File: src/design/tpps_pkg.sv
// Shared widths, constants and control types for the timer prescale period solver.
`default_nettype none
package tpps_pkg;

  localparam int CLOCK_W   = 28;
  localparam int RATE_W    = 24;
  localparam int SHIFT_W   = 3;
  localparam int SOURCE_W  = 4;
  localparam int COMPARE_W = 16;
  localparam int PERIOD_W  = 16;
  localparam int ACH_W     = 27;

  localparam logic [CLOCK_W-1:0]  CLOCK_RESET = 28'd24000000;
  localparam logic [SOURCE_W-1:0] SOURCE_BASE = 4'd8;
  localparam logic [PERIOD_W-1:0] PERIOD_MIN  = 16'd2;

  typedef struct packed {
    logic load_in;
    logic div_start;
    logic sel_ach;
    logic take_period;
    logic shift_inc;
    logic take_ach;
    logic load_out;
  } cmd_t;

  typedef struct packed {
    logic rate_zero;
    logic div_done;
    logic fits;
    logic last_shift;
    logic out_free;
  } status_t;

endpackage
`default_nettype wire

File: src/design/tpps_request_if.sv
// Request channel carrying the requested interrupt rate.
`default_nettype none
interface tpps_request_if;
  import tpps_pkg::*;

  logic              valid;
  logic              ready;
  logic [RATE_W-1:0] rate_hz;

  modport source (output valid, output rate_hz, input ready);
  modport sink (input valid, input rate_hz, output ready);
endinterface
`default_nettype wire

File: src/design/tpps_result_if.sv
// Result channel carrying the chosen prescaler, compare value and achieved rate.
`default_nettype none
interface tpps_result_if;
  import tpps_pkg::*;

  logic                 valid;
  logic                 ready;
  logic [SHIFT_W-1:0]   prescale_shift;
  logic [SOURCE_W-1:0]  count_source;
  logic [COMPARE_W-1:0] compare_value;
  logic [ACH_W-1:0]     achieved_rate;
  logic                 rate_error;

  modport source (output valid, output prescale_shift, output count_source,
                  output compare_value, output achieved_rate, output rate_error,
                  input ready);
  modport sink (input valid, input prescale_shift, input count_source,
                input compare_value, input achieved_rate, input rate_error,
                output ready);
endinterface
`default_nettype wire

File: src/design/tpps_divider.sv
// Shared restoring divider producing one quotient bit per cycle.
`default_nettype none
module tpps_divider #(
  parameter int NW = 32,
  parameter int DW = 31
) (
  input  logic          clk,
  input  logic          rst,
  input  logic          start,
  input  logic [NW-1:0] num,
  input  logic [DW-1:0] den,
  output logic [NW-1:0] quot,
  output logic          done
);
  localparam int CW = (NW > 2) ? $clog2(NW) : 1;

  logic [NW-1:0] q;
  logic [DW-1:0] rem;
  logic [DW-1:0] d;
  logic [CW-1:0] cnt;
  logic          busy;
  logic [DW:0]   shifted;
  logic [DW:0]   diff;
  logic          borrow;
  logic          last;

  assign shifted = {rem, q[NW-1]};
  assign diff    = shifted - {1'b0, d};
  assign borrow  = diff[DW];
  assign last    = (cnt == CW'(NW - 1));
  assign quot    = q;

  always_ff @(posedge clk) begin
    if (rst) begin
      busy <= 1'b0;
      done <= 1'b0;
    end else begin
      done <= busy && last;
      if (start) begin
        busy <= 1'b1;
      end else if (busy && last) begin
        busy <= 1'b0;
      end
    end
  end

  always_ff @(posedge clk) begin
    if (start) begin
      q   <= num;
      rem <= '0;
      d   <= den;
      cnt <= '0;
    end else if (busy) begin
      rem <= borrow ? shifted[DW-1:0] : diff[DW-1:0];
      q   <= {q[NW-2:0], ~borrow};
      cnt <= cnt + CW'(1);
    end
  end
endmodule
`default_nettype wire

File: src/design/tpps_ctrl.sv
// Sequencing state machine for the prescale search and rate calculation.
`default_nettype none
module tpps_ctrl (
  input  logic             clk,
  input  logic             rst,
  input  logic             in_valid,
  output logic             in_ready,
  input  tpps_pkg::status_t status,
  output tpps_pkg::cmd_t    cmd
);
  import tpps_pkg::*;

  localparam logic [2:0] S_IDLE    = 3'd0;
  localparam logic [2:0] S_CHECK   = 3'd1;
  localparam logic [2:0] S_START_P = 3'd2;
  localparam logic [2:0] S_WAIT_P  = 3'd3;
  localparam logic [2:0] S_START_A = 3'd4;
  localparam logic [2:0] S_WAIT_A  = 3'd5;
  localparam logic [2:0] S_FINISH  = 3'd6;

  logic [2:0] state;
  logic [2:0] state_next;

  assign in_ready = (state == S_IDLE);

  always_comb begin
    state_next = state;
    cmd        = '0;
    case (state)
      S_IDLE: begin
        if (in_valid) begin
          cmd.load_in = 1'b1;
          state_next  = S_CHECK;
        end
      end
      S_CHECK: begin
        state_next = status.rate_zero ? S_FINISH : S_START_P;
      end
      S_START_P: begin
        cmd.div_start = 1'b1;
        state_next    = S_WAIT_P;
      end
      S_WAIT_P: begin
        if (status.div_done) begin
          if (status.fits || status.last_shift) begin
            cmd.take_period = 1'b1;
            state_next      = S_START_A;
          end else begin
            cmd.shift_inc = 1'b1;
            state_next    = S_START_P;
          end
        end
      end
      S_START_A: begin
        cmd.div_start = 1'b1;
        cmd.sel_ach   = 1'b1;
        state_next    = S_WAIT_A;
      end
      S_WAIT_A: begin
        cmd.sel_ach = 1'b1;
        if (status.div_done) begin
          cmd.take_ach = 1'b1;
          state_next   = S_FINISH;
        end
      end
      S_FINISH: begin
        if (status.out_free) begin
          cmd.load_out = 1'b1;
          state_next   = S_IDLE;
        end
      end
      default: begin
        state_next = S_IDLE;
      end
    endcase
  end

  always_ff @(posedge clk) begin
    if (rst) begin
      state <= S_IDLE;
    end else begin
      state <= state_next;
    end
  end
endmodule
`default_nettype wire

File: src/design/tpps_datapath.sv
// Operand registers, divider, period selection and result register.
`default_nettype none
module tpps_datapath #(
  parameter int MAX_SHIFT_STEPS = 8,
  parameter int PERIOD_MAX      = 65535
) (
  input  logic                                clk,
  input  logic                                rst,
  input  logic                                cfg_we,
  input  logic [tpps_pkg::CLOCK_W-1:0]        cfg_data,
  input  logic [tpps_pkg::RATE_W-1:0]         rate_hz,
  input  tpps_pkg::cmd_t                      cmd,
  output tpps_pkg::status_t                   status,
  input  logic                                out_ready,
  output logic                                out_valid,
  output logic [tpps_pkg::SHIFT_W-1:0]        prescale_shift,
  output logic [tpps_pkg::SOURCE_W-1:0]       count_source,
  output logic [tpps_pkg::COMPARE_W-1:0]      compare_value,
  output logic [tpps_pkg::ACH_W-1:0]          achieved_rate,
  output logic                                rate_error
);
  import tpps_pkg::*;

  localparam int SHW   = (MAX_SHIFT_STEPS > 1) ? $clog2(MAX_SHIFT_STEPS) : 1;
  localparam int EXW   = (SHW > SOURCE_W) ? SHW : SOURCE_W;
  localparam int DW    = RATE_W + MAX_SHIFT_STEPS - 1;
  localparam int NW    = ((DW > CLOCK_W) ? DW : CLOCK_W) + 1;
  localparam logic [SHW-1:0]      LAST_SHIFT = SHW'(MAX_SHIFT_STEPS - 1);
  localparam logic [PERIOD_W-1:0] PMAX       = PERIOD_W'(PERIOD_MAX);

  logic [CLOCK_W-1:0]  clock_freq;
  logic [RATE_W-1:0]   rate;
  logic [SHW-1:0]      shift;
  logic [PERIOD_W-1:0] period;
  logic [ACH_W-1:0]    achieved;
  logic [DW-1:0]       rate_sh;
  logic [DW-1:0]       period_sh;
  logic [NW-1:0]       num_period;
  logic [NW-1:0]       div_num;
  logic [DW-1:0]       div_den;
  logic [NW-1:0]       quot;
  logic                div_done;
  logic [PERIOD_W-1:0] p_low;
  logic [PERIOD_W-1:0] p_clamped;
  logic [EXW-1:0]      shift_ext;

  assign rate_sh    = DW'(rate) << shift;
  assign period_sh  = DW'(period) << shift;
  assign num_period = NW'(clock_freq) + NW'(rate_sh >> 1);
  assign div_num    = cmd.sel_ach ? NW'(clock_freq) : num_period;
  assign div_den    = cmd.sel_ach ? period_sh : rate_sh;

  tpps_divider #(
    .NW(NW),
    .DW(DW)
  ) u_div (
    .clk  (clk),
    .rst  (rst),
    .start(cmd.div_start),
    .num  (div_num),
    .den  (div_den),
    .quot (quot),
    .done (div_done)
  );

  assign p_low     = quot[PERIOD_W-1:0];
  assign p_clamped = (p_low < PERIOD_MIN) ? PERIOD_MIN : p_low;
  assign shift_ext = EXW'(shift);

  assign status.rate_zero  = (rate == '0);
  assign status.div_done   = div_done;
  assign status.fits       = (quot <= NW'(PERIOD_MAX));
  assign status.last_shift = (shift == LAST_SHIFT);
  assign status.out_free   = !out_valid || out_ready;

  always_ff @(posedge clk) begin
    if (rst) begin
      clock_freq <= CLOCK_RESET;
    end else if (cfg_we) begin
      clock_freq <= cfg_data;
    end
  end

  always_ff @(posedge clk) begin
    if (cmd.load_in) begin
      rate  <= rate_hz;
      shift <= '0;
    end else if (cmd.shift_inc) begin
      shift <= shift + SHW'(1);
    end
    if (cmd.take_period) begin
      period <= status.fits ? p_clamped : PMAX;
    end
    if (cmd.take_ach) begin
      achieved <= quot[ACH_W-1:0];
    end
  end

  always_ff @(posedge clk) begin
    if (rst) begin
      out_valid <= 1'b0;
    end else if (cmd.load_out) begin
      out_valid <= 1'b1;
    end else if (out_ready) begin
      out_valid <= 1'b0;
    end
  end

  always_ff @(posedge clk) begin
    if (cmd.load_out) begin
      if (status.rate_zero) begin
        prescale_shift <= '0;
        count_source   <= '0;
        compare_value  <= '0;
        achieved_rate  <= '0;
        rate_error     <= 1'b1;
      end else begin
        prescale_shift <= shift_ext[SHIFT_W-1:0];
        count_source   <= SOURCE_BASE + shift_ext[SOURCE_W-1:0];
        compare_value  <= period - PERIOD_W'(1);
        achieved_rate  <= achieved;
        rate_error     <= 1'b0;
      end
    end
  end
endmodule
`default_nettype wire

File: src/design/timer_prescale_period_solver.sv
// Top level of the timer prescale period solver.
//
// A request carries a wanted interrupt rate in Hz. The block tries prescaler
// shifts from zero upwards, dividing the clock by the shifted rate with
// rounding, and keeps the first shift whose period fits the timer, or else the
// last shift with the period set to its maximum. It then divides the clock by
// the final period and divisor to give the achieved rate. A request of zero Hz
// gives a result with only the error flag set. One request is worked on at a
// time. All divisions share one restoring divider that yields one quotient
// bit per cycle, W bits in all (W is 32 with the default parameters). The user
// must write the clock register through cfg_we and cfg_data only while idle;
// the block itself does not enforce it. The result sits in an output register,
// so the next request is taken while a result waits; a stalled receiver holds
// the block only once a second result is ready. Reset empties the output
// register and sets the clock register to 24 MHz.
`default_nettype none
module timer_prescale_period_solver #(
  parameter int MAX_SHIFT_STEPS = 8,
  parameter int PERIOD_MAX      = 65535
) (
  input  logic                         clk,
  input  logic                         rst,
  input  logic                         cfg_we,
  input  logic [tpps_pkg::CLOCK_W-1:0] cfg_data,
  tpps_request_if.sink                 request,
  tpps_result_if.source                result
);
  import tpps_pkg::*;

  cmd_t    cmd;
  status_t status;
  logic    in_ready;

  assign request.ready = in_ready;

  tpps_ctrl u_ctrl (
    .clk     (clk),
    .rst     (rst),
    .in_valid(request.valid),
    .in_ready(in_ready),
    .status  (status),
    .cmd     (cmd)
  );

  tpps_datapath #(
    .MAX_SHIFT_STEPS(MAX_SHIFT_STEPS),
    .PERIOD_MAX     (PERIOD_MAX)
  ) u_dp (
    .clk           (clk),
    .rst           (rst),
    .cfg_we        (cfg_we),
    .cfg_data      (cfg_data),
    .rate_hz       (request.rate_hz),
    .cmd           (cmd),
    .status        (status),
    .out_ready     (result.ready),
    .out_valid     (result.valid),
    .prescale_shift(result.prescale_shift),
    .count_source  (result.count_source),
    .compare_value (result.compare_value),
    .achieved_rate (result.achieved_rate),
    .rate_error    (result.rate_error)
  );
endmodule
`default_nettype wire

File: src/flat_wrapper.sv
// flat-port wrapper written by rule: the top's interface ports become plain ports
module timer_prescale_period_solver_flat import tpps_pkg::*;
#(
  parameter int MAX_SHIFT_STEPS = 8,
  parameter int PERIOD_MAX      = 65535
)
  (clk, rst, cfg_we, cfg_data, request_valid, request_rate_hz, request_ready, result_valid, result_prescale_shift, result_count_source, result_compare_value, result_achieved_rate, result_rate_error, result_ready);
  tpps_request_if request_i ();
  tpps_result_if result_i ();
  input  logic clk;
  input  logic rst;
  input  logic cfg_we;
  input  logic [tpps_pkg::CLOCK_W-1:0] cfg_data;
  input wire logic [$bits(request_i.valid)-1:0] request_valid;
  input wire logic [$bits(request_i.rate_hz)-1:0] request_rate_hz;
  output wire logic [$bits(request_i.ready)-1:0] request_ready;
  output wire logic [$bits(result_i.valid)-1:0] result_valid;
  output wire logic [$bits(result_i.prescale_shift)-1:0] result_prescale_shift;
  output wire logic [$bits(result_i.count_source)-1:0] result_count_source;
  output wire logic [$bits(result_i.compare_value)-1:0] result_compare_value;
  output wire logic [$bits(result_i.achieved_rate)-1:0] result_achieved_rate;
  output wire logic [$bits(result_i.rate_error)-1:0] result_rate_error;
  input wire logic [$bits(result_i.ready)-1:0] result_ready;
  assign request_i.valid = request_valid;
  assign request_i.rate_hz = request_rate_hz;
  assign request_ready = request_i.ready;
  assign result_valid = result_i.valid;
  assign result_prescale_shift = result_i.prescale_shift;
  assign result_count_source = result_i.count_source;
  assign result_compare_value = result_i.compare_value;
  assign result_achieved_rate = result_i.achieved_rate;
  assign result_rate_error = result_i.rate_error;
  assign result_i.ready = result_ready;
  timer_prescale_period_solver #(.MAX_SHIFT_STEPS(MAX_SHIFT_STEPS), .PERIOD_MAX(PERIOD_MAX)) u_core (.clk(clk), .rst(rst), .cfg_we(cfg_we), .cfg_data(cfg_data), .request(request_i), .result(result_i));
endmodule
File: config.mk
export PLATFORM = sky130hd
export DESIGN_NAME = timer_prescale_period_solver_flat
export DESIGN_NICKNAME = d
export VERILOG_FILES = /design/src/design/tpps_pkg.sv /design/src/design/tpps_request_if.sv /design/src/design/tpps_result_if.sv /design/src/design/tpps_divider.sv /design/src/design/tpps_ctrl.sv /design/src/design/tpps_datapath.sv /design/src/design/timer_prescale_period_solver.sv /design/src/flat_wrapper.sv
export SDC_FILE = /design/constraint.sdc
export NUM_CORES = 1
export LEC_CHECK = 0
export ABC_AREA = 1
export ABC_CLOCK_PERIOD_IN_PS = 4000
export BUFFER_PORTS_ARGS = -buffer_cell sky130_fd_sc_hd__buf_2
export CAP_MARGIN = 20
export CORE_UTILIZATION = 60
export CTS_CLUSTER_SIZE = 40
export DETAILED_ROUTE_END_ITERATION = 6
export GPL_TIMING_DRIVEN = 0
export PLACE_DENSITY_LB_ADDON = 0.08
export SLEW_MARGIN = 20
export SYNTH_ARGS = -nofsm -noshare
export SYNTH_HDL_FRONTEND = slang
export SYNTH_SLANG_ARGS = --single-unit
File: constraint.sdc
create_clock -name clk -period 4 [get_ports clk]
set_input_delay 0 -clock clk [delete_from_list [all_inputs] [get_ports clk]]
set_output_delay 0 -clock clk [all_outputs]
set_load 0.1 [all_outputs]
; Yosys cells after proc, flatten, opt, wreduce, memory -nomap -nowiden
; Index checks and enable logic that the tools add are counted.
[totals]
regBits = 254
input_bits = 57
output_inout_bits = 53
elab_cells = 86
[classes]
bitwise = 2
n_lt_le_gt_ge = 2
muxes = 30
n_eq_ne = 12
reduce_logical = 13
addsub = 6
n_shift = 2
[op_table]
columns = operator, n
row1 = 31-bit 2-to-1 mux, 3
row2 = 32-bit 2-to-1 mux, 2
row3 = "32-bit by 16-bit <= comparator with 1-bit output, second input constant", 1
row4 = 32-bit by 31-bit subtractor with 32-bit output, 1
row5 = 28-bit by 30-bit adder with 31-bit output, 1
row6 = 16-bit by 3-bit left shift with 31-bit output, 1
row7 = 24-bit by 3-bit left shift with 31-bit output, 1
row8 = 24-bit zero test, 1
row9 = 3-bit one-hot mux with 7 select lines, 1
row10 = 3-bit 2-to-1 mux, 6
row11 = "16-bit by 2-bit < comparator with 1-bit output, second input constant", 1
row12 = 16-bit 2-to-1 mux, 1
row13 = "16-bit by 1-bit subtractor with 16-bit output, second input constant", 1
row14 = 1-bit 2-to-1 mux, 15
row15 = "3-bit equality test, second input constant", 4
row16 = "3-bit by 2-bit equality test with 1-bit output, second input constant", 2
row17 = "2-bit != test, second input constant", 3
row18 = 2-bit nonzero test, 3
row19 = 2-bit OR reduction, 3
row20 = "5-bit by 1-bit adder with 5-bit output, second input constant", 1
row21 = "5-bit equality test, second input constant", 1
row22 = "4-bit by 3-bit adder with 4-bit output, first input constant", 1
row23 = 2-bit 2-to-1 mux, 2
row24 = 4-bit AND reduction, 1
row25 = other kinds (8), 10

; Depth between registers and ports, before layout
; Gate-level depths: netlist of the first run.
[depth]
depth_word = 5
depth_mapped = 21
mapped_depth_nobuf = 19

; Cells and area by module
; From an unflattened synthesis of the first run, not the netlist that was laid out.
[unflattened]
hier_cells = 2392
hier_area_um2 = 16681.0
[by_module_without_submodules]
columns = mod, cells_per_inst, area_per_inst_um2, n_inst, seq_area_each_um2
row1 = tpps_datapath, 1347, 9650.5, 1, 4093.9
row2 = tpps_divider, 990, 6726.5, 1, 2652.5
row3 = tpps_ctrl, 55, 304.0, 1, 60.1

; Least setup slack after synthesis of the first run
; OpenSTA, ideal clock, no wires.
[synth_path]
path_type = reg-to-reg
from = register u_core.u_ctrl.state[2]
to = register u_core.u_dp.shift[0]
stages_incl_launch_ff = 5
slack_ns = 0.523
t_required_ns = 3.878
synth_period_minus_slack_ns = 3.477
setup_time_ns = 0.122
arrival_ns = 3.355
n_path_buf = 1
cell_sequence = dfxtp_1 > buf_2 > nor4_1 > o21bai_1 > a21oi_1
[synth_rtl]
columns = item, line
row1 = start: declaration, tpps_ctrl.sv:21  ; logic [2:0] state;
row2 = start signal: assignment, tpps_ctrl.sv:82  ; state <= state_next;
row3 = end signal: assignment, tpps_datapath.sv:89  ; shift <= shift + SHW'(1);
row4 = end: declaration, tpps_datapath.sv:33  ; logic [SHW-1:0] shift;

; Worst setup path in the final report of the first run
[layout_path]
from = register u_core.u_dp.shift[1]
to = register u_core.u_dp.u_div.q[19] (netlist: u_core.u_dp.u_div.quot[19]) (data pin)
[layout_between]
elab_chain_cells = 4
[layout_lines]
columns = item, line
row1 = 24-bit by 3-bit left shift with 31-bit output, tpps_datapath.sv:47  ; assign rate_sh = DW'(rate) << shift;
row2 = 28-bit by 30-bit adder with 31-bit output, tpps_datapath.sv:49  ; assign num_period = NW'(clock_freq) + NW'(rate_sh >> 1);
row3 = 31-bit 2-to-1 mux, tpps_datapath.sv:50  ; assign div_num = cmd.sel_ach ? NW'(clock_freq) : num_period;
row4 = 32-bit 2-to-1 mux, tpps_divider.sv:48  ; if (start) begin
row5 = end signal: assignment, tpps_divider.sv:49  ; q <= num;
row6 = end signal: assignment, tpps_divider.sv:55  ; q <= {q[NW-2:0], ~borrow};
row7 = end: declaration, tpps_divider.sv:17  ; logic [NW-1:0] q;
; No other way between the ends.
; A chain may end at the register's enable or synchronous reset.

==> impl_metrics.prom, run 1 <==
# TYPE chip_impl_metric gauge
chip_impl_metric{name="timing_worst_slew_pin_value",unit="ns"} 1.02
chip_impl_info{name="synth_most_common_cell",value="nand2_1"} 1
chip_impl_metric{name="clkSlewWorstSetupHoldPaths",unit="ns"} 0.06
chip_impl_metric{name="final.setup_skew",unit="ns"} 0.0139
chip_impl_info{name="synth.largest_area_cell",value="edfxtp_1"} 1
chip_impl_metric{name="cts_buffer_depth",unit=""} 3
chip_impl_metric{name="relSlewSlack",unit="%"} 31.7
chip_impl_metric{name="area_growth_syn_to_layout",unit="%"} 16.8
chip_impl_metric{name="final_area",unit="mm2"} 0.0189
chip_impl_info{name="startpoint",value="u_core.u_dp.shift[1]"} 1
chip_impl_metric{name="ys_seq_elements",unit=""} 251
chip_impl_info{name="crit-reg2reg-capture",value="u_core.u_dp.u_div.quot[19]"} 1
chip_impl_metric{name="placed_area",unit="mm2"} 0.0173
chip_impl_metric{name="die_height",unit="um"} 166
chip_impl_metric{name="gp_congestion",unit=""} 1.03
chip_impl_info{name="status",value="finished with violations"} 1
chip_impl_metric{name="setup_tns",unit="ns"} 0
chip_impl_info{name="critical_path.cell_chain",value="clkbuf_1 -> clkinv_1 -> clkbuf_1 -> nand2_1 -> o21ai_0 -> mux2i_2 -> ha_1 -> a21oi_1 -> o21ai_0 -> nand2_1 -> nand3_1 -> nand2_1 -> nand2_1 -> nand2_1 -> nand2_1 -> o21bai_1 -> nand2_1"} 1
chip_impl_metric{name="yosys.cell_types.count",unit=""} 46
chip_impl_info{name="worst_path_most_repeated_cell",value="nand2_1"} 1
chip_impl_metric{name="drt-total-wl",unit="um"} 50500
chip_impl_info{name="cp_slowest_cell",value="mux2i_2"} 1
chip_impl_metric{name="numCtsBuffers",unit=""} 28
chip_impl_info{name="worstSetupEndpointType",value="flop"} 1
chip_impl_metric{name="grt_max_degree",unit=""} 41
chip_impl_info{name="cts_tree",value="yes"} 1
chip_impl_metric{name="clkLatencyLatePin",unit="ns"} 0.56
chip_impl_metric{name="fin_max_slew_vios",unit=""} 0
chip_impl_metric{name="cp_max_fo",unit=""} 10
chip_impl_metric{name="viasPerCell",unit=""} 5.57
chip_impl_metric{name="grt_pass1_wl",unit="um"} 78800
chip_impl_metric{name="wire_per_inst",unit="um"} 18.0
chip_impl_metric{name="finalWorstPathRequiredPeriod",unit="ns"} 3.84
chip_impl_info{name="synthFlopType",value="edfxtp_1"} 1
chip_impl_info{name="synth.top_cells.by_area",value="edfxtp_1 (33%), nand2_1 (16%), dfxtp_1 (9.0%)"} 1
chip_impl_metric{name="syn_nets",unit=""} 2359
chip_impl_info{name="violations_in_the_final_reports",value="design-rule violations"} 1
chip_impl_metric{name="drive_gt1_share",unit="%"} 10.0
chip_impl_info{name="unrepaired_setup_endpoints_after_global_routing",value="yes"} 1
chip_impl_metric{name="start_util",unit="%"} 61.6
chip_impl_metric{name="asyncSetResetFlopFracSynth",unit="%"} 0
chip_impl_metric{name="post-synth-top-area-fraction",unit="%"} 33.0
chip_impl_metric{name="post_synth_inst_count",unit=""} 2236
chip_impl_metric{name="fin_ws",unit="ns"} 0.157
chip_impl_metric{name="timing.critical_path.buf_inv",unit=""} 3
chip_impl_info{name="timing.critical_path.to",value="u_core.u_dp.u_div.quot[19]"} 1
chip_impl_metric{name="cp.depth",unit=""} 17
chip_impl_metric{name="yosysWarnings",unit=""} 0
chip_impl_metric{name="pin_count",unit=""} 110
chip_impl_metric{name="regToRegSetupSlack",unit="ns"} 0.16
chip_impl_metric{name="antenna_violations_before_repair",unit=""} 1
chip_impl_metric{name="cellPowerDensity",unit="mW/mm2"} 448
chip_impl_metric{name="synth_sequential_area_ratio",unit="%"} 42.0
chip_impl_info{name="critPathKind",value="flop to flop"} 1
chip_impl_info{name="timing.critical_path.max_delay_family",value="simple AND/OR/NAND/NOR gates"} 1
chip_impl_metric{name="detailedPlace.worstSlack",unit="ns"} 0.0866
chip_impl_metric{name="timing.critical_path.slowest_cell_delay",unit="ns"} 0.46
chip_impl_metric{name="number_of_failing_setup_endpoints_in_the_final_timing_report",unit=""} 0
chip_impl_metric{name="final_nets",unit=""} 2579
chip_impl_metric{name="maxClockFrequency",unit="MHz"} 260
chip_impl_info{name="root_buffer",value="clkbuf_16"} 1
chip_impl_info{name="type_of_the_worst_min_delay_path",value="input port to flop"} 1
chip_impl_metric{name="sink_count",unit=""} 251
chip_impl_metric{name="synth-edff-count",unit=""} 178
chip_impl_metric{name="placementRows",unit=""} 59
chip_impl_info{name="timing.rr.start",value="u_core.u_dp.shift[1]"} 1
chip_impl_metric{name="vias_in_the_first_global_route",unit=""} 14509
chip_impl_metric{name="global_route.usage.total",unit="%"} 36.4
chip_impl_metric{name="ctsHtreeMaxLevel",unit=""} 1
chip_impl_metric{name="critPathRequiredTime",unit="ns"} 4.30
chip_impl_metric{name="r2r.worst_path.cells",unit=""} 17
chip_impl_metric{name="cap_violations",unit=""} 0
chip_impl_metric{name="antenna_cells",unit=""} 0
chip_impl_metric{name="drc_violation_count_after_routing",unit=""} 13
chip_impl_info{name="synth_top_cells_by_count",value="nand2_1 (705), inv_1 (373), edfxtp_1 (178)"} 1
chip_impl_metric{name="fp.dieArea",unit="mm2"} 0.0277
chip_impl_metric{name="syn_area",unit="mm2"} 0.0162
chip_impl_metric{name="period_share",unit="%"} 96.1
chip_impl_metric{name="grt_remaining_overflow",unit=""} 0
chip_impl_metric{name="final_antenna_net_count",unit=""} 0
chip_impl_metric{name="total_leakage_power",unit="nW"} 9.31
chip_impl_metric{name="ir_drop",unit="uV"} 399
chip_impl_info{name="critPathLaunchType",value="flop"} 1
chip_impl_metric{name="detail_route.iter0.violations",unit=""} 1976
chip_impl_metric{name="drtPass1Iterations",unit=""} 7
chip_impl_metric{name="floorplan.core_area",unit="mm2"} 0.0263
chip_impl_metric{name="placement.io_buffers",unit=""} 108
chip_impl_metric{name="die-width",unit="um"} 166
chip_impl_metric{name="syn_area_per_cell",unit="um2"} 7.24
chip_impl_metric{name="detailed_place_hpwl",unit="um"} 38000
chip_impl_metric{name="report.final.hold_viol_count",unit=""} 0
chip_impl_metric{name="route.vias.total",unit=""} 15664
chip_impl_metric{name="worst_ep_arrival_time",unit="ns"} 4.15
worst min-delay path by stage:
stage	to	depth (start not counted)	slack, ns	startpoint
2_1_floorplan	u_core.u_ctrl.state[0]	1	0.07	rst
3_3_place_gp	u_core.u_dp.rate[16]	1	0.18	request_rate_hz[16]
5_1_grt	u_core.u_dp.clock_freq[27]	3	0.10	cfg_we
6_report	u_core.u_dp.clock_freq[27]	3	0.07	cfg_we
3_5_place_dp	u_core.u_dp.rate[23]	1	0.18	request_rate_hz[23]
4_1_cts	u_core.u_dp.clock_freq[27]	3	0.02	cfg_we
power by group:
group	internal, mW	switching, mW
Clock	1.43	1.08
Combinational	0.739	1.70
Sequential	3.26	0.252
metrics by stage:
step           utilization [%]  cells  power (mW)  hold WS, ns
6_report                  72.0   2813        8.47       0.0657
5_1_grt                   72.0   2813        8.83        0.104
4_1_cts                   71.8   2810        8.37       0.0160
3_5_place_dp              65.6   2685        5.83        0.178
3_3_place_gp              65.3   2679        5.76        0.176
2_1_floorplan                -   2236        5.06       0.0691
timing repair:
item	CTS	global route
hold endpoints to repair	58	0
resized for setup	0	9
endpoints found under the setup margin	0	13
buffers inserted	0	3
hold buffers	73	0
cell usage in the layout (no fill, tap or decap), drive strengths merged, types with 21 or more instances in the layout:
cell / count
dlygate4sd3: 73
dfxtp: 73
nand4: 21
a21oi: 78
buf: 150
mux2i: 22
nor2: 173
ha: 64
o21ai: 158
nor3: 26
nand3: 161
inv: 381
nand2: 730
clkbuf: 68
edfxtp: 178
flip-flops by register name, indices dropped and copies added (netlist names):
signal / flops
u_core.u_dp.u_div.quot: 32
u_core.u_dp.u_div.d: 31
u_core.u_dp.u_div.rem: 31
u_core.u_dp.clock_freq: 28
u_core.u_dp.achieved: 27
u_core.u_dp.achieved_rate: 27
u_core.u_dp.rate: 24
u_core.u_dp.compare_value: 16
u_core.u_dp.period: 16
u_core.u_dp.u_div.cnt: 5
u_core.u_ctrl.state: 3
u_core.u_dp.shift: 3
u_core.u_dp.count_source: 2
u_core.u_dp.prescale_shift: 2
u_core.u_dp.out_valid: 1
u_core.u_dp.rate_error: 1
u_core.u_dp.u_div.busy: 1
u_core.u_dp.u_div.done: 1
area by class of cell:
cell class | count | area [um2]
multi-input cells | 1536 | 7660
inverters | 383 | 1440
well taps | 335 | 419
repair buffers | 190 | 1360
flip-flops and latches | 251 | 6810
clock buffers | 35 | 727
fillers | 2067 | 7360
plain buffers | 66 | 329
clock inverters | 17 | 170
tightest hold or removal path, stage by stage:
cell and delay [ns]:
clkbuf_1 0.22, o21ai_0 0.28, nor2_1 0.06
cells by family (layout without fill, tap and decap cells):
kind of cell / Yosys count / count (layout) / synth area share (%)
AOI/OAI and AO/OA: 280 / 280 / 9.43
DFF: 251 / 251 / 42.0
muxes: 22 / 22 / 1.36
buffers and inverters: 449 / 691 / 10.9
adders and majority gates: 66 / 66 / 5.19
xor gates and xnor gates: 28 / 28 / 1.51
and+or+nand+nor: 1140 / 1140 / 29.6
per-layer routing:
layer  wire [um]  track usage (%)
met5           0                0
met4        1590             11.3
met3        5200             6.96
met2       21200             55.7
met1       22500             52.3
(Power assumes the default switching activity.)
==> inputs of run 2 (changes only) <==
SETUP_SLACK_MARGIN = 0.2   (was unset)
==> run 2 against run 1 <==
Against the previous run:
- the flow still finishes with violations (design-rule violations)
- die area did not move
- first-iteration DRC count rose by 3.2%
- total power grew 0.32%
- sequential power is essentially flat
- critical path type unchanged
- critical endpoint is now u_core.u_dp.u_div.quot[29]
- largest cell class unchanged
- highest routed layer is now met5
==> impl_metrics.prom, run 2 (same netlist as run 1, synthesis figures left out) <==
# TYPE chip_impl_metric gauge
chip_impl_metric{name="fp.dieArea",unit="mm2"} 0.0277
chip_impl_metric{name="clkLatencyLatePin",unit="ns"} 0.56
chip_impl_metric{name="maxClockFrequency",unit="MHz"} 271
chip_impl_metric{name="cts_buffer_depth",unit=""} 3
chip_impl_metric{name="vias_in_the_first_global_route",unit=""} 14507
chip_impl_info{name="layout.cells.most_common_list",value="nand2_1 (705), inv_1 (372), edfxtp_1 (178)"} 1
chip_impl_metric{name="antenna_violations_before_repair",unit=""} 1
chip_impl_metric{name="drt-total-wl",unit="um"} 50500
chip_impl_info{name="holdCritStartpoint",value="cfg_we"} 1
chip_impl_metric{name="number_of_failing_setup_endpoints_in_the_final_timing_report",unit=""} 0
chip_impl_metric{name="grt_max_degree",unit=""} 41
chip_impl_metric{name="multi_input_area",unit="mm2"} 0.00771
chip_impl_metric{name="cp_max_fo",unit=""} 10
chip_impl_metric{name="antenna_cells",unit=""} 0
chip_impl_metric{name="grt_pass1_wl",unit="um"} 78700
chip_impl_metric{name="period_share",unit="%"} 92.3
chip_impl_metric{name="final.setup_skew",unit="ns"} 0.0185
chip_impl_metric{name="r2r.worst_path.cells",unit=""} 15
chip_impl_info{name="cts_tree",value="yes"} 1
chip_impl_metric{name="placementRows",unit=""} 59
chip_impl_info{name="unrepaired_setup_endpoints_after_global_routing",value="yes"} 1
chip_impl_info{name="crit-reg2reg-capture",value="u_core.u_dp.u_div.quot[29]"} 1
chip_impl_metric{name="regToRegSetupSlack",unit="ns"} 0.31
chip_impl_info{name="reg.largest.list",value="u_core.u_dp.u_div.quot: 32 flops, u_core.u_dp.u_div.d: 31 flops, u_core.u_dp.u_div.rem: 31 flops"} 1
chip_impl_info{name="critPathKind",value="flop to flop"} 1
chip_impl_metric{name="numCtsBuffers",unit=""} 28
chip_impl_metric{name="cellPowerDensity",unit="mW/mm2"} 448
chip_impl_metric{name="pin_count",unit=""} 110
chip_impl_metric{name="power",unit="mW"} 8.49
chip_impl_metric{name="final_nets",unit=""} 2579
chip_impl_metric{name="gp_congestion",unit=""} 1.03
chip_impl_metric{name="global_route.usage.total",unit="%"} 36.4
chip_impl_metric{name="fin_worst_hold_slack",unit="ns"} 0.0398
chip_impl_metric{name="largest_register_ffs",unit=""} 32
chip_impl_metric{name="placed_cells",unit=""} 2685
chip_impl_metric{name="wire_per_inst",unit="um"} 17.9
chip_impl_metric{name="ir_drop",unit="uV"} 400
chip_impl_metric{name="die-width",unit="um"} 166
chip_impl_info{name="final_common_cell",value="nand2_1"} 1
chip_impl_metric{name="floorplan.core_area",unit="mm2"} 0.0263
chip_impl_metric{name="filler_cell_count",unit=""} 2056
chip_impl_info{name="root_buffer",value="clkbuf_16"} 1
chip_impl_metric{name="placement.io_buffers",unit=""} 108
chip_impl_info{name="timing.rr.start",value="u_core.u_dp.shift[0]"} 1
chip_impl_info{name="critPathLaunchType",value="flop"} 1
chip_impl_metric{name="final_util",unit="%"} 72.2
chip_impl_metric{name="fin_ws",unit="ns"} 0.306
chip_impl_metric{name="die_height",unit="um"} 166
chip_impl_info{name="regMostFlops",value="u_core.u_dp.u_div.quot"} 1
chip_impl_metric{name="final_antenna_net_count",unit=""} 0
chip_impl_metric{name="start_util",unit="%"} 61.6
chip_impl_metric{name="detailed_place_hpwl",unit="um"} 38000
chip_impl_metric{name="total_leakage_power",unit="nW"} 9.34
chip_impl_info{name="type_of_the_worst_min_delay_path",value="input port to flop"} 1
chip_impl_info{name="hold_end",value="u_core.u_dp.clock_freq[27]"} 1
chip_impl_metric{name="detail_route.iter0.violations",unit=""} 2039
chip_impl_metric{name="grt_remaining_overflow",unit=""} 0
chip_impl_metric{name="route.vias.total",unit=""} 15705
chip_impl_metric{name="relSlewSlack",unit="%"} 31.0
chip_impl_info{name="violations_in_the_final_reports",value="design-rule violations"} 1
chip_impl_metric{name="fin_max_slew_vios",unit=""} 0
chip_impl_metric{name="finalWorstPathRequiredPeriod",unit="ns"} 3.69
chip_impl_metric{name="min_delay_path_depth",unit=""} 3
chip_impl_info{name="worstSetupEndpointType",value="flop"} 1
chip_impl_metric{name="clkSlewWorstSetupHoldPaths",unit="ns"} 0.06
chip_impl_metric{name="drtPass1Iterations",unit=""} 7
chip_impl_metric{name="area_growth_syn_to_layout",unit="%"} 17.1
chip_impl_metric{name="drc_violation_count_after_routing",unit=""} 20
chip_impl_metric{name="layout.area.seq",unit="mm2"} 0.00681
chip_impl_metric{name="report.final.hold_viol_count",unit=""} 0
chip_impl_metric{name="viasPerCell",unit=""} 5.58
chip_impl_metric{name="final-instance-count-excl-fill",unit=""} 2813
chip_impl_metric{name="critPathRequiredTime",unit="ns"} 4.31
chip_impl_info{name="status",value="finished with violations"} 1
chip_impl_metric{name="cap_violations",unit=""} 0
chip_impl_metric{name="ctsHtreeMaxLevel",unit=""} 1
chip_impl_metric{name="drive_gt1_share",unit="%"} 10.6
chip_impl_metric{name="timing_worst_slew_pin_value",unit="ns"} 1.04
chip_impl_metric{name="detailedPlace.worstSlack",unit="ns"} 0.0866
chip_impl_metric{name="sink_count",unit=""} 251
chip_impl_metric{name="worst_ep_arrival_time",unit="ns"} 4.01
-- run 2: cell types whose count changed in the layout (fill, tap and decap cells not counted), moves of 2 or more --
| cell | change |
|---|---|
| o21ai_2 | +4 |
| o21ai_1 | +6 |
| o21ai_0 | -10 |
| mux2i_1 | -6 |
| mux2i_2 | +6 |
| a21oi_2 | +2 |
| a21oi_1 | -2 |
-- run 2: power by group --
group	switching, mW	internal, mW
sequential	0.252	3.26
clock	1.09	1.43
combinational	1.71	0.756
-- run 2: through the flow --
stage,area [um2],setup TNS [ns]
3_3_place_gp,17200,-21.56
2_1_floorplan,16200,0
6_report,19000,0
5_1_grt,19000,0
3_5_place_dp,17300,0
4_1_cts,18900,0
-- run 2: worst max path at each step --
stage	startpoint	end	slack (ns)	cells after the start
3_5_place_dp	u_core.u_dp.shift[0]	u_core.u_dp.u_div.quot[19]	0.09	17
2_1_floorplan	u_core.u_ctrl.state[2]	u_core.u_dp.shift[0]	0.52	4
4_1_cts	u_core.u_dp.shift[0]	u_core.u_dp.u_div.quot[19]	0.27	17
3_3_place_gp	u_core.u_ctrl.state[0]	u_core.u_dp.shift[0]	-0.69	3
6_report	u_core.u_dp.shift[0]	u_core.u_dp.u_div.quot[29]	0.31	15
5_1_grt	u_core.u_dp.shift[0]	u_core.u_dp.u_div.quot[19]	0.17	19
-- run 2: critical path, cell delays in order, from the launching register on --
cell	delay [ns]
dfxtp_1	0.44
clkbuf_4	0.25
buf_2	0.25
nand2_1	0.07
o21ai_0	0.11
mux2i_1	0.17
mux2i_1	0.52
ha_1	0.41
a21oi_1	0.23
o21ai_0	0.17
a21oi_1	0.35
nor2_1	0.07
nor2_1	0.17
nand3_1	0.09
nand3_1	0.09
nand2_1	0.05
-- run 2: cell type report --
type	instances	share of cell area (%)
plain buffers	66	1.74
clock buffers	35	3.83
clock inverters	17	0.897
inverters	383	7.59
multi-input cells	1536	40.7
flip-flops and latches	251	35.9
well taps	335	2.21
repair buffers	190	7.19
-- run 2: routing by layer --
| metal | global-route usage, % | vias up | part of all wire [%] |
|---|---|---|---|
| li1 | - | 7607 | - |
| met1 | 52.2 | 7109 | 44 |
| met2 | 55.5 | 874 | 42 |
| met3 | 7.17 | 113 | 11 |
| met4 | 11.5 | 2 | 2.9 |
| met5 | 0 | - | 0.069 |
-- run 2: what timing repair did --
item                                    4_1_cts  5_1_grt
pin swaps                                     0        2
gates resized for setup                       3       33
cloned                                        0        0
hold buffers                                 73        0
setup buffers                                 0        3
hold endpoints to repair                     58        0
endpoints found under the setup margin        1       19
